--- config.mk ---
export PLATFORM = sky130hd
export DESIGN_NAME = card_deck_shuffle_queue
export DESIGN_NICKNAME = d
export VERILOG_FILES = /design/src/design/cdsq_pkg.sv /design/src/design/card_deck_shuffle_queue.sv /design/src/design/cdsq_ram.sv /design/src/design/cdsq_dp.sv /design/src/design/cdsq_ctrl.sv
export SDC_FILE = /design/constraint.sdc
export NUM_CORES = 1
export LEC_CHECK = 0
export BUFFER_PORTS_ARGS = -buffer_cell sky130_fd_sc_hd__buf_2
export CORE_MARGIN = 4
export CORE_UTILIZATION = 35
export CTS_CLUSTER_DIAMETER = 150
export DETAILED_ROUTE_END_ITERATION = 8
export PLACE_DENSITY = 0.61
export SLEW_MARGIN = 20
export SYNTH_ARGS = -nofsm -noshare
export SYNTH_HDL_FRONTEND = slang
export SYNTH_SLANG_ARGS = --single-unit
--- constraint.sdc ---
create_clock -name clk -period 4.85 [get_ports clk]
set_input_delay 0.97 -clock clk [delete_from_list [all_inputs] [get_ports clk]]
set_output_delay 0.97 -clock clk [all_outputs]
set_load 0.01 [all_outputs]
--- src/design/cdsq_pkg.sv ---
// Shared types and constants for the card deck shuffle queue.
package cdsq_pkg;

    localparam int CARD_W    = 6;
    localparam int MODE_W    = 2;
    localparam int RWORD_W   = 31;
    localparam int STAT_W    = 2;
    localparam int DIV_CNT_W = $clog2(RWORD_W);

    localparam logic [MODE_W-1:0] MODE_SHUFFLE = 2'd0;
    localparam logic [MODE_W-1:0] MODE_DRAW    = 2'd1;
    localparam logic [MODE_W-1:0] MODE_RETURN  = 2'd2;

    localparam logic [STAT_W-1:0] STAT_OK    = 2'd0;
    localparam logic [STAT_W-1:0] STAT_EMPTY = 2'd1;
    localparam logic [STAT_W-1:0] STAT_FULL  = 2'd2;

    localparam logic [DIV_CNT_W-1:0] DIV_LAST = DIV_CNT_W'(RWORD_W - 1);

    typedef enum logic [3:0] {
        S_IDLE,
        S_DECODE,
        S_DIV,
        S_RD_A,
        S_RD_B,
        S_WR_A,
        S_WR_B,
        S_DRAW_RD,
        S_DRAW_TAKE,
        S_RESULT
    } state_t;

    typedef struct packed {
        logic accept;
        logic start_div;
        logic div_step;
        logic rd_a;
        logic rd_b;
        logic wr_a;
        logic wr_b;
        logic draw_rd;
        logic draw_take;
        logic ret_write;
        logic err_empty;
        logic err_full;
        logic done_empty;
        logic load_out;
    } dp_cmd_t;

    typedef struct packed {
        logic [MODE_W-1:0] mode;
        logic              count_zero;
        logic              count_full;
        logic              div_last;
    } dp_stat_t;

endpackage

--- src/design/card_deck_shuffle_queue.sv ---
// Card deck shuffle queue: top level joining controller and datapath.
// Shuffle step: result registered after decode, the bit-serial remainder loop over all
//   31 bits of the random word and four store accesses (two reads, two writes).
// Draw: decode, a store read, then the take. Other requests: decode only. One request at a time.
// A new request is taken while the previous result still waits in the output register.
// Reset: identity deck order via per-entry written bits, count full, pointers zero.
module card_deck_shuffle_queue #(
    parameter int DECK_SIZE = 52
) (
    input  logic                            clk,
    input  logic                            rst_n,
    input  logic                            in_valid,
    output logic                            in_stall,
    input  logic [cdsq_pkg::MODE_W-1:0]     mode,
    input  logic [cdsq_pkg::RWORD_W-1:0]    random_word,
    input  logic [cdsq_pkg::CARD_W-1:0]     card_code,
    output logic                            out_valid,
    input  logic                            out_stall,
    output logic [cdsq_pkg::CARD_W-1:0]     drawn_card,
    output logic                            card_valid,
    output logic [cdsq_pkg::STAT_W-1:0]     status,
    output logic                            shuffle_done
);

    cdsq_pkg::dp_cmd_t  cmd;
    cdsq_pkg::dp_stat_t stat;

    cdsq_ctrl u_ctrl (
        .clk       (clk),
        .rst_n     (rst_n),
        .in_valid  (in_valid),
        .in_stall  (in_stall),
        .out_valid (out_valid),
        .out_stall (out_stall),
        .stat      (stat),
        .cmd       (cmd)
    );

    cdsq_dp #(
        .DECK_SIZE (DECK_SIZE)
    ) u_dp (
        .clk          (clk),
        .rst_n        (rst_n),
        .cmd          (cmd),
        .stat         (stat),
        .mode         (mode),
        .random_word  (random_word),
        .card_code    (card_code),
        .drawn_card   (drawn_card),
        .card_valid   (card_valid),
        .status       (status),
        .shuffle_done (shuffle_done)
    );

`ifndef ASSERT_OFF
    a_accept_blocks: assert property (@(posedge clk) disable iff (!rst_n)
        (in_valid && !in_stall) |=> in_stall)
        else $error("request accepted while a request is in flight");

    a_one_write: assert property (@(posedge clk) disable iff (!rst_n)
        $onehot0({cmd.ret_write, cmd.wr_a, cmd.wr_b}))
        else $error("more than one store write source");

    a_card_ok: assert property (@(posedge clk) disable iff (!rst_n)
        (out_valid && card_valid) |-> (status == cdsq_pkg::STAT_OK && !shuffle_done))
        else $error("drawn card with error or shuffle flag");

    a_load_free: assert property (@(posedge clk) disable iff (!rst_n)
        (cmd.load_out && out_valid) |-> !out_stall)
        else $error("result overwritten while held");
`endif

endmodule

--- src/design/cdsq_ram.sv ---
// Generic single-write, single-read RAM with registered read data.
module cdsq_ram #(
    parameter int WIDTH = 6,
    parameter int DEPTH = 52
) (
    input  logic                     clk,
    input  logic                     wr_en,
    input  logic [$clog2(DEPTH)-1:0] wr_addr,
    input  logic [WIDTH-1:0]         wr_data,
    input  logic                     rd_en,
    input  logic [$clog2(DEPTH)-1:0] rd_addr,
    output logic [WIDTH-1:0]         rd_data
);

    logic [WIDTH-1:0] mem [DEPTH];
    logic [WIDTH-1:0] rd_data_reg;

    always_ff @(posedge clk)
    begin
        if (wr_en)
        begin
            mem[wr_addr] <= wr_data;
        end
        if (rd_en)
        begin
            rd_data_reg <= mem[rd_addr];
        end
    end

    assign rd_data = rd_data_reg;

endmodule

--- src/design/cdsq_dp.sv ---
// Datapath: deck store, pointers, serial remainder unit and result registers.
module cdsq_dp #(
    parameter int DECK_SIZE = 52
) (
    input  logic                              clk,
    input  logic                              rst_n,
    input  cdsq_pkg::dp_cmd_t                 cmd,
    output cdsq_pkg::dp_stat_t                stat,
    input  logic [cdsq_pkg::MODE_W-1:0]       mode,
    input  logic [cdsq_pkg::RWORD_W-1:0]      random_word,
    input  logic [cdsq_pkg::CARD_W-1:0]       card_code,
    output logic [cdsq_pkg::CARD_W-1:0]       drawn_card,
    output logic                              card_valid,
    output logic [cdsq_pkg::STAT_W-1:0]       status,
    output logic                              shuffle_done
);

    localparam int PW = $clog2(DECK_SIZE);
    localparam int CW = $clog2(DECK_SIZE + 1);
    localparam logic [PW:0]   DECK_W    = (PW + 1)'(DECK_SIZE);
    localparam logic [CW-1:0] DECK_C    = CW'(DECK_SIZE);
    localparam logic [PW-1:0] LAST_ADDR = PW'(DECK_SIZE - 1);

    function automatic logic [PW-1:0] phys(input logic [PW-1:0] base,
                                           input logic [PW-1:0] offs);
        logic [PW:0] sum;
        sum = {1'b0, base} + {1'b0, offs};
        if (sum >= DECK_W)
        begin
            sum = sum - DECK_W;
        end
        return sum[PW-1:0];
    endfunction

    function automatic logic [PW-1:0] count_next_back(input logic [CW-1:0] cnt);
        logic [CW-1:0] last;
        last = cnt - CW'(1);
        return last[PW-1:0];
    endfunction

    logic [cdsq_pkg::MODE_W-1:0]    mode_reg;
    logic [cdsq_pkg::RWORD_W-1:0]   rshift_reg, rshift_next;
    logic [cdsq_pkg::CARD_W-1:0]    card_reg;
    logic [PW-1:0]                  front_reg, front_next;
    logic [CW-1:0]                  count_reg, count_next;
    logic [PW-1:0]                  pos_reg, pos_next;
    logic [CW-1:0]                  div_reg;
    logic [CW-1:0]                  rem_reg, rem_next;
    logic [cdsq_pkg::DIV_CNT_W-1:0] bitcnt_reg;
    logic [DECK_SIZE-1:0]           valid_reg;
    logic                           rd_hit_reg;
    logic [PW-1:0]                  rd_idx_reg;
    logic [cdsq_pkg::CARD_W-1:0]    tmp_a_reg;

    logic [cdsq_pkg::CARD_W-1:0]    res_drawn_reg;
    logic                           res_cvalid_reg;
    logic [cdsq_pkg::STAT_W-1:0]    res_status_reg;
    logic                           res_done_reg;

    logic [cdsq_pkg::CARD_W-1:0]    out_drawn_reg;
    logic                           out_cvalid_reg;
    logic [cdsq_pkg::STAT_W-1:0]    out_status_reg;
    logic                           out_done_reg;

    logic [PW-1:0]                  eff_pos;
    logic [PW-1:0]                  other;
    logic [PW-1:0]                  addr_a;
    logic [PW-1:0]                  addr_b;
    logic [PW-1:0]                  addr_back;
    logic [PW-1:0]                  new_front;
    logic [CW:0]                    trial;
    logic [CW-1:0]                  pos_inc;
    logic                           pos_wrap;

    logic                           ram_wr_en;
    logic [PW-1:0]                  ram_wr_addr;
    logic [cdsq_pkg::CARD_W-1:0]    ram_wr_data;
    logic                           ram_rd_en;
    logic [PW-1:0]                  ram_rd_addr;
    logic [cdsq_pkg::CARD_W-1:0]    ram_q;
    logic [cdsq_pkg::CARD_W-1:0]    rd_data;

    cdsq_ram #(
        .WIDTH (cdsq_pkg::CARD_W),
        .DEPTH (DECK_SIZE)
    ) u_store (
        .clk     (clk),
        .wr_en   (ram_wr_en),
        .wr_addr (ram_wr_addr),
        .wr_data (ram_wr_data),
        .rd_en   (ram_rd_en),
        .rd_addr (ram_rd_addr),
        .rd_data (ram_q)
    );

    // entries never written read as their own index
    assign rd_data = rd_hit_reg ? ram_q : cdsq_pkg::CARD_W'(rd_idx_reg);

    assign eff_pos   = (CW'(pos_reg) >= count_reg) ? '0 : pos_reg;
    assign other     = pos_reg + rem_reg[PW-1:0];
    assign addr_a    = phys(front_reg, pos_reg);
    assign addr_b    = phys(front_reg, other);
    assign addr_back = phys(front_reg, count_next_back(count_reg));
    assign new_front = (front_reg == '0) ? LAST_ADDR : front_reg - PW'(1);
    assign trial     = {rem_reg, rshift_reg[cdsq_pkg::RWORD_W-1]};
    assign pos_inc   = CW'(pos_reg) + CW'(1);
    assign pos_wrap  = (pos_inc >= count_reg);

    always_comb
    begin
        ram_rd_en   = cmd.rd_a | cmd.rd_b | cmd.draw_rd;
        ram_rd_addr = addr_back;
        if (cmd.rd_a)
        begin
            ram_rd_addr = addr_a;
        end
        else if (cmd.rd_b)
        begin
            ram_rd_addr = addr_b;
        end

        ram_wr_en   = cmd.ret_write | cmd.wr_a | cmd.wr_b;
        ram_wr_addr = new_front;
        ram_wr_data = card_reg;
        if (cmd.wr_a)
        begin
            ram_wr_addr = addr_a;
            ram_wr_data = rd_data;
        end
        else if (cmd.wr_b)
        begin
            ram_wr_addr = addr_b;
            ram_wr_data = tmp_a_reg;
        end
    end

    always_comb
    begin
        front_next  = front_reg;
        count_next  = count_reg;
        pos_next    = pos_reg;
        rem_next    = rem_reg;
        rshift_next = rshift_reg;
        if (cmd.ret_write)
        begin
            front_next = new_front;
            count_next = count_reg + CW'(1);
        end
        if (cmd.draw_take)
        begin
            count_next = count_reg - CW'(1);
        end
        if (cmd.start_div)
        begin
            pos_next    = eff_pos;
            rem_next    = '0;
            rshift_next = rshift_reg;
        end
        if (cmd.done_empty)
        begin
            pos_next = '0;
        end
        if (cmd.div_step)
        begin
            if (trial >= {1'b0, div_reg})
            begin
                rem_next = CW'(trial - {1'b0, div_reg});
            end
            else
            begin
                rem_next = trial[CW-1:0];
            end
            rshift_next = {rshift_reg[cdsq_pkg::RWORD_W-2:0], 1'b0};
        end
        if (cmd.wr_b)
        begin
            pos_next = pos_wrap ? '0 : pos_inc[PW-1:0];
        end
    end

    always_ff @(posedge clk or negedge rst_n)
    begin
        if (!rst_n)
        begin
            front_reg <= '0;
            count_reg <= DECK_C;
            pos_reg   <= '0;
            valid_reg <= '0;
        end
        else
        begin
            front_reg <= front_next;
            count_reg <= count_next;
            pos_reg   <= pos_next;
            if (ram_wr_en)
            begin
                valid_reg[ram_wr_addr] <= 1'b1;
            end
        end
    end

    always_ff @(posedge clk)
    begin
        if (cmd.accept)
        begin
            mode_reg       <= mode;
            card_reg       <= card_code;
            res_drawn_reg  <= '0;
            res_cvalid_reg <= 1'b0;
            res_status_reg <= cdsq_pkg::STAT_OK;
            res_done_reg   <= 1'b0;
        end
        if (cmd.accept)
        begin
            rshift_reg <= random_word;
        end
        else
        begin
            rshift_reg <= rshift_next;
        end
        rem_reg <= rem_next;
        if (cmd.start_div)
        begin
            div_reg    <= count_reg - CW'(eff_pos);
            bitcnt_reg <= '0;
        end
        else if (cmd.div_step)
        begin
            bitcnt_reg <= bitcnt_reg + cdsq_pkg::DIV_CNT_W'(1);
        end
        if (ram_rd_en)
        begin
            rd_hit_reg <= valid_reg[ram_rd_addr];
            rd_idx_reg <= ram_rd_addr;
        end
        if (cmd.rd_b)
        begin
            tmp_a_reg <= rd_data;
        end
        if (cmd.draw_take)
        begin
            res_drawn_reg  <= rd_data;
            res_cvalid_reg <= 1'b1;
        end
        if (cmd.err_empty)
        begin
            res_status_reg <= cdsq_pkg::STAT_EMPTY;
        end
        if (cmd.err_full)
        begin
            res_status_reg <= cdsq_pkg::STAT_FULL;
        end
        if (cmd.done_empty || (cmd.wr_b && pos_wrap))
        begin
            res_done_reg <= 1'b1;
        end
        if (cmd.load_out)
        begin
            out_drawn_reg  <= res_drawn_reg;
            out_cvalid_reg <= res_cvalid_reg;
            out_status_reg <= res_status_reg;
            out_done_reg   <= res_done_reg;
        end
    end

    assign stat.mode       = mode_reg;
    assign stat.count_zero = (count_reg == '0);
    assign stat.count_full = (count_reg >= DECK_C);
    assign stat.div_last   = (bitcnt_reg == cdsq_pkg::DIV_LAST);

    assign drawn_card   = out_drawn_reg;
    assign card_valid   = out_cvalid_reg;
    assign status       = out_status_reg;
    assign shuffle_done = out_done_reg;

endmodule

--- src/design/cdsq_ctrl.sv ---
// Controller: request sequencing and output handshake.
module cdsq_ctrl (
    input  logic               clk,
    input  logic               rst_n,
    input  logic               in_valid,
    output logic               in_stall,
    output logic               out_valid,
    input  logic               out_stall,
    input  cdsq_pkg::dp_stat_t stat,
    output cdsq_pkg::dp_cmd_t  cmd
);

    cdsq_pkg::state_t state_reg, state_next;
    logic             out_valid_reg, out_valid_next;

    always_ff @(posedge clk or negedge rst_n)
    begin
        if (!rst_n)
        begin
            state_reg     <= cdsq_pkg::S_IDLE;
            out_valid_reg <= 1'b0;
        end
        else
        begin
            state_reg     <= state_next;
            out_valid_reg <= out_valid_next;
        end
    end

    always_comb
    begin
        state_next     = state_reg;
        out_valid_next = out_valid_reg;
        cmd            = '0;
        if (out_valid_reg && !out_stall)
        begin
            out_valid_next = 1'b0;
        end
        unique case (state_reg)
            cdsq_pkg::S_IDLE:
            begin
                if (in_valid)
                begin
                    cmd.accept = 1'b1;
                    state_next = cdsq_pkg::S_DECODE;
                end
            end
            cdsq_pkg::S_DECODE:
            begin
                state_next = cdsq_pkg::S_RESULT;
                unique case (stat.mode)
                    cdsq_pkg::MODE_SHUFFLE:
                    begin
                        if (stat.count_zero)
                        begin
                            cmd.done_empty = 1'b1;
                        end
                        else
                        begin
                            cmd.start_div = 1'b1;
                            state_next    = cdsq_pkg::S_DIV;
                        end
                    end
                    cdsq_pkg::MODE_DRAW:
                    begin
                        if (stat.count_zero)
                        begin
                            cmd.err_empty = 1'b1;
                        end
                        else
                        begin
                            state_next = cdsq_pkg::S_DRAW_RD;
                        end
                    end
                    cdsq_pkg::MODE_RETURN:
                    begin
                        if (stat.count_full)
                        begin
                            cmd.err_full = 1'b1;
                        end
                        else
                        begin
                            cmd.ret_write = 1'b1;
                        end
                    end
                    default:
                    begin
                        state_next = cdsq_pkg::S_RESULT;
                    end
                endcase
            end
            cdsq_pkg::S_DIV:
            begin
                cmd.div_step = 1'b1;
                if (stat.div_last)
                begin
                    state_next = cdsq_pkg::S_RD_A;
                end
            end
            cdsq_pkg::S_RD_A:
            begin
                cmd.rd_a   = 1'b1;
                state_next = cdsq_pkg::S_RD_B;
            end
            cdsq_pkg::S_RD_B:
            begin
                cmd.rd_b   = 1'b1;
                state_next = cdsq_pkg::S_WR_A;
            end
            cdsq_pkg::S_WR_A:
            begin
                cmd.wr_a   = 1'b1;
                state_next = cdsq_pkg::S_WR_B;
            end
            cdsq_pkg::S_WR_B:
            begin
                cmd.wr_b   = 1'b1;
                state_next = cdsq_pkg::S_RESULT;
            end
            cdsq_pkg::S_DRAW_RD:
            begin
                cmd.draw_rd = 1'b1;
                state_next  = cdsq_pkg::S_DRAW_TAKE;
            end
            cdsq_pkg::S_DRAW_TAKE:
            begin
                cmd.draw_take = 1'b1;
                state_next    = cdsq_pkg::S_RESULT;
            end
            cdsq_pkg::S_RESULT:
            begin
                if (!out_valid_reg || !out_stall)
                begin
                    cmd.load_out   = 1'b1;
                    out_valid_next = 1'b1;
                    state_next     = cdsq_pkg::S_IDLE;
                end
            end
            default:
            begin
                state_next = cdsq_pkg::S_IDLE;
            end
        endcase
    end

    assign in_stall  = (state_reg != cdsq_pkg::S_IDLE);
    assign out_valid = out_valid_reg;

endmodule
==> flow_metrics.env <==
export IMPL_first_iter_violations=1346
export IMPL_fin_tns_setup_ns=0
export IMPL_gp_congestion=0.868
export IMPL_period_share_pct=96.4
export IMPL_maxCapViolations=0
export IMPL_min_path_type="input port to async pin"
export IMPL_core_rowCount=92
export IMPL_seq_area_frac_synth_pct=62.9
export IMPL_synth_fp_nets=2035
export IMPL_synth_common_cells="470 x nand2_1, 398 x edfxtp_1, 118 x nor2_1"
export IMPL_post_route_min_period_ns=4.68
export IMPL_rsz0062_at_grt="no"
export IMPL_skew_ns=0.0224
export IMPL_slew_headroom_pct=26.3
export IMPL_routed_wl_um=58300
export IMPL_seq_area_um2=14000
export IMPL_worstPathArrival_ns=5.00
export IMPL_crit_type="flip-flop to flip-flop"
export IMPL_yosys_most_used_dff="edfxtp_1"
export IMPL_start_util_pct=35.3
export IMPL_layout_nets=2141
export IMPL_io_buffers=54
export IMPL_layout_cells_non_filler=2918
export IMPL_diodes=0
export IMPL_htree_levels=2
export IMPL_start_kind="flip-flop"
export IMPL_die_h_um=260
export IMPL_synth_edf_count=398
export IMPL_place_inst=2820
export IMPL_multi_input_area_um2=7790
export IMPL_setup_ws_ns=0.174
export IMPL_avgSynthCellArea_um2=11.6
export IMPL_dp_hpwl_um=38000
export IMPL_fp_dieW_um=260
export IMPL_clock_sinks=482
export IMPL_synthTopCellsByArea="edfxtp_1 54%, dfrtp_1 8.1%, nand2_1 7.9%, ha_1 3.4%, mux2i_1 2.1%"
export IMPL_yosys_area_top_type="edfxtp_1"
export IMPL_viasPerCell=5.27
export IMPL_grt_remaining_overflow=0
export IMPL_grt_usage_pct=16.9
export IMPL_ios=55
export IMPL_insertion_delay_ns=0.60
export IMPL_hold_buffers=0
export IMPL_drive_gt1_share_pct=13.9
export IMPL_post_place_ws_ns=0.0444
export IMPL_antenna_found_initial=0
export IMPL_clk_path_buf_depth=3
export IMPL_async_flop_share_pct=15.6
export IMPL_clk_pin_slew_worst_paths_ns=0.06
export IMPL_yosysWarnings=0
export IMPL_ant_nets=0
export IMPL_grt_max_degree=87
export IMPL_setup_viol=0
export IMPL_end_kind="flip-flop"
export IMPL_cts_buffers=50
export IMPL_path_max_fanout=9
export IMPL_tritoncts="yes"
export IMPL_synth_most_common_cell="nand2_1"
export IMPL_dr_total_vias=15368
export IMPL_drc_errors=0
export IMPL_status="complete, no violations"
export IMPL_ys_seq_elements=482
export IMPL_max_slew_worst_pin_slew_ns=1.10
export IMPL_first_global_vias=15065
export IMPL_dieArea_um2=67800
export IMPL_synth_area_um2=22300
export IMPL_n_fill_cell=6091
export IMPL_critical_path_required_ns=5.17
export IMPL_fmax_ghz=0.214
export IMPL_syn_to_final_growth_pct=15.7
export IMPL_synth_distinct_cells=79
export IMPL_grt_pass1_wl_um=89500
export IMPL_synthCells=1925
export IMPL_root_buffer="clkbuf_16"
export IMPL_final_hold_violation_count=0
export IMPL_drt_pass1_iterations=5
export IMPL_wl_per_cell_um=20.0
export IMPL_report_final_slew_viol_count=0
export IMPL_coreArea_um2=63100
export IMPL_largest_reg_flops=312
export IMPL_yosys_area_top_type_share_pct=53.6
[worst max-delay path: stages, from the launching register on]
cell and delay [ns]:
edfxtp_1 0.41, ha_1 0.32, a21o_1 0.19, a21oi_2 0.17, o21bai_1 0.07, a21oi_1 0.18, xnor2_1 0.10, ha_1 0.36
or3b_2 0.48, o2111ai_1 0.17, nor3_1 0.10, a41oi_1 0.35, a221o_1 0.49, inv_1 0.19, nand3_2 0.20, o211ai_1 0.11
or4_1 0.52
[worst paths after layout]
| path | startpoint | end | slack [ns] | cells past startpoint |
|---|---|---|---|---|
| worst max-delay path | u_dp.rem_reg[1]$_SDFFCE_PN0P_ | u_dp.rd_hit_reg$_DFFE_PP_ | 0.17 | 16 |
| worst min-delay path | rst_n | u_ctrl.state_reg[2]$_DFFE_PN0P_ | 0.41 | 1 |
| worst max register to register | u_dp.rem_reg[1]$_SDFFCE_PN0P_ | u_dp.rd_hit_reg$_DFFE_PP_ | 0.17 | 16 |
| worst min register to register | u_dp.res_drawn_reg[4]$_SDFFCE_PN0P_ | u_dp.drawn_card[4]$_DFFE_PP_ | 0.42 | 0 |
| max in group asynchronous | rst_n | u_dp.valid_reg[40]$_DFFE_PN0N_ | 3.91 | 1 |
| min in group clk | u_dp.res_drawn_reg[4]$_SDFFCE_PN0P_ | u_dp.drawn_card[4]$_DFFE_PP_ | 0.42 | 0 |
[kinds of logic (layout without fill, tap and decap cells)]
logic type	Yosys count	after routing	share of synthesized area, %
AND/OR/NAND/NOR	818	818	16.2
multiplexers	59	59	3.17
AO/OA/AOI/OAI	302	302	9.41
flip-flops	482	482	62.9
XOR/XNOR	41	41	1.61
adder cells (fa/ha/maj)	67	67	3.96
buffers and inverters	156	303	2.73
[layout make-up]
| type | instances | area share, % |
|---|---|---|
| flip-flops and latches | 482 | 54.4 |
| clock buffers | 64 | 5.21 |
| inverters | 58 | 0.869 |
| clock inverters | 29 | 0.869 |
| multi-input cells | 1287 | 30.2 |
| well taps | 846 | 4.11 |
| repair buffers | 152 | 4.36 |
[routing by layer]
metal / global-route usage, % / routed length, µm / vias to the layer above
li1: - / - / 7178
met3: 3.14 / 3670 / 117
met2: 27.3 / 27300 / 454
met4: 5.87 / 2020 / 0
met1: 23.0 / 25300 / 7619
met5: 0 / 0 / -
[stage by stage]
stage          hold slack [ns]  util, %  cell area [µm²]
2_1_floorplan            0.400        -            22300
3_3_place_gp             0.409     38.1            24100
3_5_place_dp             0.409     38.1            24100
4_1_cts                  0.423     40.6            25600
5_1_grt                  0.432     40.9            25800
6_report                 0.408     40.9            25800
[repair_timing]
| item | CTS | global route |
|---|---|---|
| buffers inserted | 0 | 5 |
| endpoints found under the hold margin | 0 | 0 |
| endpoints found under the setup margin | 0 | 205 |
| gates resized for setup | 0 | 27 |
[layout by cell type (no fill, tap or decap), drive strengths merged, types with 16 or more instances in the layout]
cell type	instances
buf	152
mux2i	47
inv	59
xor2	16
o21ai	30
nand2	470
nor2	118
and3	69
a21oi	45
xnor2	25
ha	61
nand3	69
clkbuf	64
a31oi	69
edfxtp	398
o21bai	54
clkinv	24
dfrtp	72
Power is not shown: default switching activity piles up to over one toggle a cycle in this logic, so the estimate is an artifact.
